[src/hw/rtl/sfl_pkg.sv]
package sfl_pkg;

  localparam int FRAC_W  = 16;   // fraction bits of every vector value
  localparam int SUM_W   = 32;   // accumulated vector component width
  localparam int DIR_W   = 24;   // direction component width
  localparam int OUT_W   = 24;   // force component width
  localparam int MF_W    = 23;   // max_force register width
  localparam int CNT_W   = 8;    // neighbour count width
  localparam int DW      = 32;   // divider word: remainder, divisor, quotient
  localparam int RAD_W   = 64;   // square root radicand width
  localparam int ROOT_W  = RAD_W / 2;
  localparam int STEPS   = 32;   // stages in the divider and the square root
  localparam int UQ_W    = FRAC_W + 1;       // unit component magnitude
  localparam int D_W     = OUT_W + 2;        // signed difference width
  localparam int DMAG_W  = OUT_W;            // difference magnitude width
  localparam int DSQ_W   = 2 * DMAG_W;
  localparam int DRAD_W  = DSQ_W + 2;
  localparam int PROD_W  = DMAG_W + MF_W;

  localparam logic [MF_W-1:0] MF_RESET = MF_W'(1 << FRAC_W);
  localparam logic [OUT_W-1:0] OUT_POS_SAT = {1'b0, {(OUT_W-1){1'b1}}};
  localparam logic [OUT_W-1:0] OUT_NEG_SAT = {1'b1, {(OUT_W-1){1'b0}}};

  // sideband after the input register (through the count dividers)
  typedef struct packed {
    logic                           invalid;
    logic [2:0]                     neg;
    logic [2:0][DIR_W-1:0]          dir;
  } side_a_t;

  // sideband through the first square root
  typedef struct packed {
    side_a_t                        a;
    logic [2:0][SUM_W-1:0]          m;
  } side_b_t;

  // sideband through the unit dividers
  typedef struct packed {
    side_a_t                        a;
    logic                           len_zero;
  } side_c_t;

  // difference vector as magnitude and sign
  typedef struct packed {
    logic                           invalid;
    logic [2:0]                     neg;
    logic [2:0][DMAG_W-1:0]         mag;
  } side_d_t;

  // sideband through the limit dividers
  typedef struct packed {
    side_d_t                        d;
    logic                           limit;
  } side_e_t;

endpackage

[src/hw/rtl/sfl_div.sv]
// Pipelined restoring divider, one quotient bit per stage.
// Dividend is {rem0, low}; rem0 must be below div for a valid quotient.
module sfl_div (
  input  logic                  clk,
  input  logic                  en,
  input  logic [sfl_pkg::DW-1:0] rem0,
  input  logic [sfl_pkg::DW-1:0] low,
  input  logic [sfl_pkg::DW-1:0] div,
  output logic [sfl_pkg::DW-1:0] quo
);
  import sfl_pkg::*;

  logic [DW-1:0] rem_r [STEPS];
  logic [DW-1:0] low_r [STEPS];
  logic [DW-1:0] div_r [STEPS];
  logic [DW-1:0] rem_nxt [STEPS];
  logic [DW-1:0] low_nxt [STEPS];
  logic [DW-1:0] rem_in [STEPS];
  logic [DW-1:0] low_in [STEPS];
  logic [DW-1:0] div_in [STEPS];
  logic [DW:0]   trial [STEPS];
  logic          qbit [STEPS];

  always_comb begin
    for (int k = 0; k < STEPS; k++) begin
      if (k == 0) begin
        rem_in[k] = rem0;
        low_in[k] = low;
        div_in[k] = div;
      end else begin
        rem_in[k] = rem_r[k-1];
        low_in[k] = low_r[k-1];
        div_in[k] = div_r[k-1];
      end
      trial[k] = {rem_in[k], low_in[k][DW-1]};
      qbit[k]  = trial[k] >= {1'b0, div_in[k]};
      if (qbit[k]) begin
        rem_nxt[k] = DW'(trial[k] - {1'b0, div_in[k]});
      end else begin
        rem_nxt[k] = trial[k][DW-1:0];
      end
      low_nxt[k] = {low_in[k][DW-2:0], qbit[k]};
    end
  end

  always_ff @(posedge clk) begin
    if (en) begin
      for (int k = 0; k < STEPS; k++) begin
        rem_r[k] <= rem_nxt[k];
        low_r[k] <= low_nxt[k];
        div_r[k] <= div_in[k];
      end
    end
  end

  assign quo = low_r[STEPS-1];

endmodule

[config.mk]
export PLATFORM = sky130hd
export DESIGN_NAME = sfl_div
export DESIGN_NICKNAME = d
export VERILOG_FILES = /design/src/hw/rtl/sfl_pkg.sv /design/src/hw/rtl/sfl_div.sv
export SDC_FILE = /design/constraint.sdc
export NUM_CORES = 2
export LEC_CHECK = 0
export ABC_CLOCK_PERIOD_IN_PS = 5700
export BUFFER_PORTS_ARGS = -buffer_cell sky130_fd_sc_hd__buf_4
export CAP_MARGIN = 25
export CELL_PAD_IN_SITES_DETAIL_PLACEMENT = 1
export CELL_PAD_IN_SITES_GLOBAL_PLACEMENT = 1
export CORE_MARGIN = 2
export CORE_UTILIZATION = 38
export DETAILED_ROUTE_END_ITERATION = 7
export HOLD_SLACK_MARGIN = 0.08
export PLACE_DENSITY_LB_ADDON = 0.1
export SLEW_MARGIN = 10
export SYNTH_ARGS = -nofsm -noshare
export SYNTH_HDL_FRONTEND = slang
export SYNTH_SLANG_ARGS = --single-unit
export TNS_END_PERCENT = 50
[constraint.sdc]
create_clock -name clk -period 5.7 [get_ports clk]
set_input_delay 1.71 -clock clk [delete_from_list [all_inputs] [get_ports clk]]
set_output_delay 1.71 -clock clk [all_outputs]
set_load 0.02 [all_outputs]
==> out/qor.csv <==
stage,metric,value,unit
die,core,406000,µm²
logic_synthesis,synth_common_cells,"edfxtp_1 (3008), inv_1 (1265), ha_1 (1024)",
clock_network,cts_buffers,351,
sta,fmax,0.205,GHz
sta,setup_tns,0,ps
global_routing,globalRouteTotalUtil,19.8,%
drt,route.detailed.drc,0,
logic_synthesis,syn_area,155000,µm²
die,ios,130,
outcome,outcome,finished clean,
clock_network,cts_resized,0,
global_routing,grt_pass1_wl,640000,µm
logic_synthesis,ys_seq_area_share,58.4,%
placed_design,io_buffers,129,
setup_path,cp-end-kind,register,
min_path,hold_path.class,reg2reg,
cells_and_area,nNetsFinal,14200,
placed_design,post_dp_cell_area,163000,µm²
die,dieArea,412000,µm²
setup_path,setup.worst_path.start_class,register,
clock_network,cts.sinks,3008,
pwr,p_per_area,589,nW/µm²
logic_synthesis,synth_nets,13900,
setup_path,rr_endpoint,rem_r[1][7],
logic_synthesis,yosys-top-cells-area,"edfxtp_1 (58%), ha_1 (8.3%), a21oi_1 (3.1%)",
global_routing,grt_max_degree,138,
drt,drtIter0Drc,5773,
setup_path,cp_max_fo,32,
setup_path,cp-startpoint,div_r[0][481],
sta,period_needed,4880,ps
sta,tightestPinTransition,1090,ps
job,max_cap_violations,0,
sta,period_share,85.6,%
logic_synthesis,synth.most_common_cell,edfxtp_1,
setup_path,crit_path_end,rem_r[1][7],
clock_network,htreeDepth,5,
setup_path,cp.arrival,5570,ps
drt,vias,99100,
logic_synthesis,synth_area_per_cell,12.1,µm²
setup_path,rr_worst_depth,14,
logic_synthesis,yosys_warnings,0,
sta,clock_skew,49.7,ps
pwr,leakagePower,0.0697,µW
sta,slew_violations,0,
clock_network,cts_tree,yes,
placed_design,hpwlAfterDp,321000,µm
logic_synthesis,synth_ff_type,edfxtp_1,
die,die_w,642,µm
logic_synthesis,ys_async_sr_fraction,0,%
sta,relSlewSlack,26.3,%
setup_path,crit_path_frequent_cell,a211oi_1,
pwr,ir_drop,0.276,mV
die,initial_core_util,38.1,%
clock_network,root_buffer,clkbuf_16,
drt,drt-total-wl,419000,µm
setup_path,worst-r2r-setup-slack,820,ps
drt,wl_per_cell,22.3,µm
logic_synthesis,yosys.area.top_type,edfxtp_1,
sta,rsz0062_at_grt,false,
logic_synthesis,netlist_instances,12700,
drt,final_antenna_net_count,0,
logic_synthesis,synth-edff-count,3008,
clock_network,ctsHoldBuffers,0,
setup_path,cp_slowest_stage_delay,540,ps
sta,hold_viol,0,
logic_synthesis,ys_seq_elements,3008,
setup_path,criticalPathCategory,reg2reg,
clock_network,clk_pin_slew,60,ps
sta,setup_viol_count_final,0,
logic_synthesis,ys_types,98,
logic_synthesis,synth.top_cell.area_share,58.4,%
die,die_y,642,µm
global_routing,grt_pass1_vias,104000,
clock_network,post_cts_buffers,0,
cells_and_area,drive_above_1_share,9.92,%
placed_design,place.gp.congestion,0.880,
global_routing,grt_antenna_before_repair,14,
setup_path,critical-path-slowest-cell,a31oi_1,
cells_and_area,area_growth,13.0,%
clock_network,cts_buffer_depth,4,
clock_network,worstSkewPairLatency,970,ps
setup_path,crit_chain,inv_1 > ha_1 > nor2b_1 > o31a_1 > o31ai_1 > nand2_1 > a31oi_1 > o21ai_1 > a211oi_1 > a211oi_1 > a31o_2 > a41oi_4 > buf_4 > mux2_2,
drt,via_per_inst,5.28,
cells_and_area,design_area,175000,µm²
die,fp-row-count,234,
setup_path,r2r_start,div_r[0][481],
global_routing,overflow,0,
drt,dr.pass1.iters,5,
setup_path,cp.required,6400,ps
## stage by stage
step                power (µW)  setup slack (ps)  util (%)  instances  hold WS [ps]
floorplan                66400              1150         -      12700           400
global placement         79200               271      40.1      18100           400
detailed placement       80200               217      40.1      18100           405
CTS                     104000               885      43.1      18800           377
global route            110000               620      43.1      18800           391
finish                  103000               821      43.1      18800           388
## critical path: cells and delay by family, from the launching register on
family | cells | cell delay (ps)
AOI/OAI and AO/OA | 8 | 2610
adders and majority gates | 1 | 230
buffers and inverters | 2 | 570
DFF | 1 | 450
muxes | 1 | 410
and+or+nand+nor | 2 | 310
## layout make-up
cell class,count,area (µm²)
timing repair buffer,269,2480
sequential,3008,90300
fill,42400,231000
inverter,1267,4760
clock inverter,224,2690
tap,5428,6790
antenna,6,15.0
clock buffer,414,9130
multi-input combinational,8164,58600
## cell usage in the layout, fill, tap and decap left out, types with 53 or more instances in the layout
cell type  instances
nor2_1           580
clkbuf_16        356
and3_1            86
inv_1           1265
edfxtp_1        3008
o31ai_1           69
a21o_1           539
clkbuf_1          58
ha_1            1024
o21bai_1         131
nand2b_1         127
buf_4            230
o21a_1           128
nand4_1          184
xnor2_1          506
clkinv_2          53
o21ai_0          793
nor3_1           129
nor2b_1          144
a211oi_1          76
mux2_2           422
nand3_1          205
clkinv_1          59
xor2_1           335
a31oi_1           90
a21oi_1          950
nand2_1          911
## worst min-delay path by stage
stage | from | to | cells after the start
after floorplan | low_r[0][67] | low_r[0][100] | 0
after global placement | low_r[1][81] | low_r[1][114] | 0
after detailed placement | low_r[1][448] | low_r[1][481] | 0
after CTS | low_r[1][449] | low_r[1][482] | 0
after global routing | low_r[1][451] | low_r[1][484] | 0
final | low_r[1][449] | low_r[1][482] | 0
## sequential cells by signal, summed over array words and instances (netlist names)
register	flops
low_r	1024
div_r	992
rem_r	992
## cells by family (layout without fill, tap and decap cells)
group	after synthesis	in the layout	synth area share [%]
multiplexers	467	467	3.36
AO/OA/AOI/OAI	3189	3189	12.9
flip-flops	3008	3008	58.4
other	0	6	0
AND/OR/NAND/NOR	2612	2612	8.01
XOR/XNOR	841	841	4.76
adder cells (fa/ha/maj)	1055	1055	8.68
buffers and inverters	1560	2174	3.86
## where the power goes
part	internal (µW)	switching [µW]	total [µW]
Combinational	18700	25400	44100
Clock	13600	9460	23100
Sequential	32000	3740	35700
Total	64300	38700	103000
## layer usage
metal,vias to the layer above,share of wire [%],GRT usage [%]
met1,49800,45,26.1
met4,0,2.3,4.47
met5,-,0,0
li1,47600,-,-
met3,493,3.3,2.51
met2,1285,49,34.8
No activity file was read; power rests on OpenSTA's default activity.
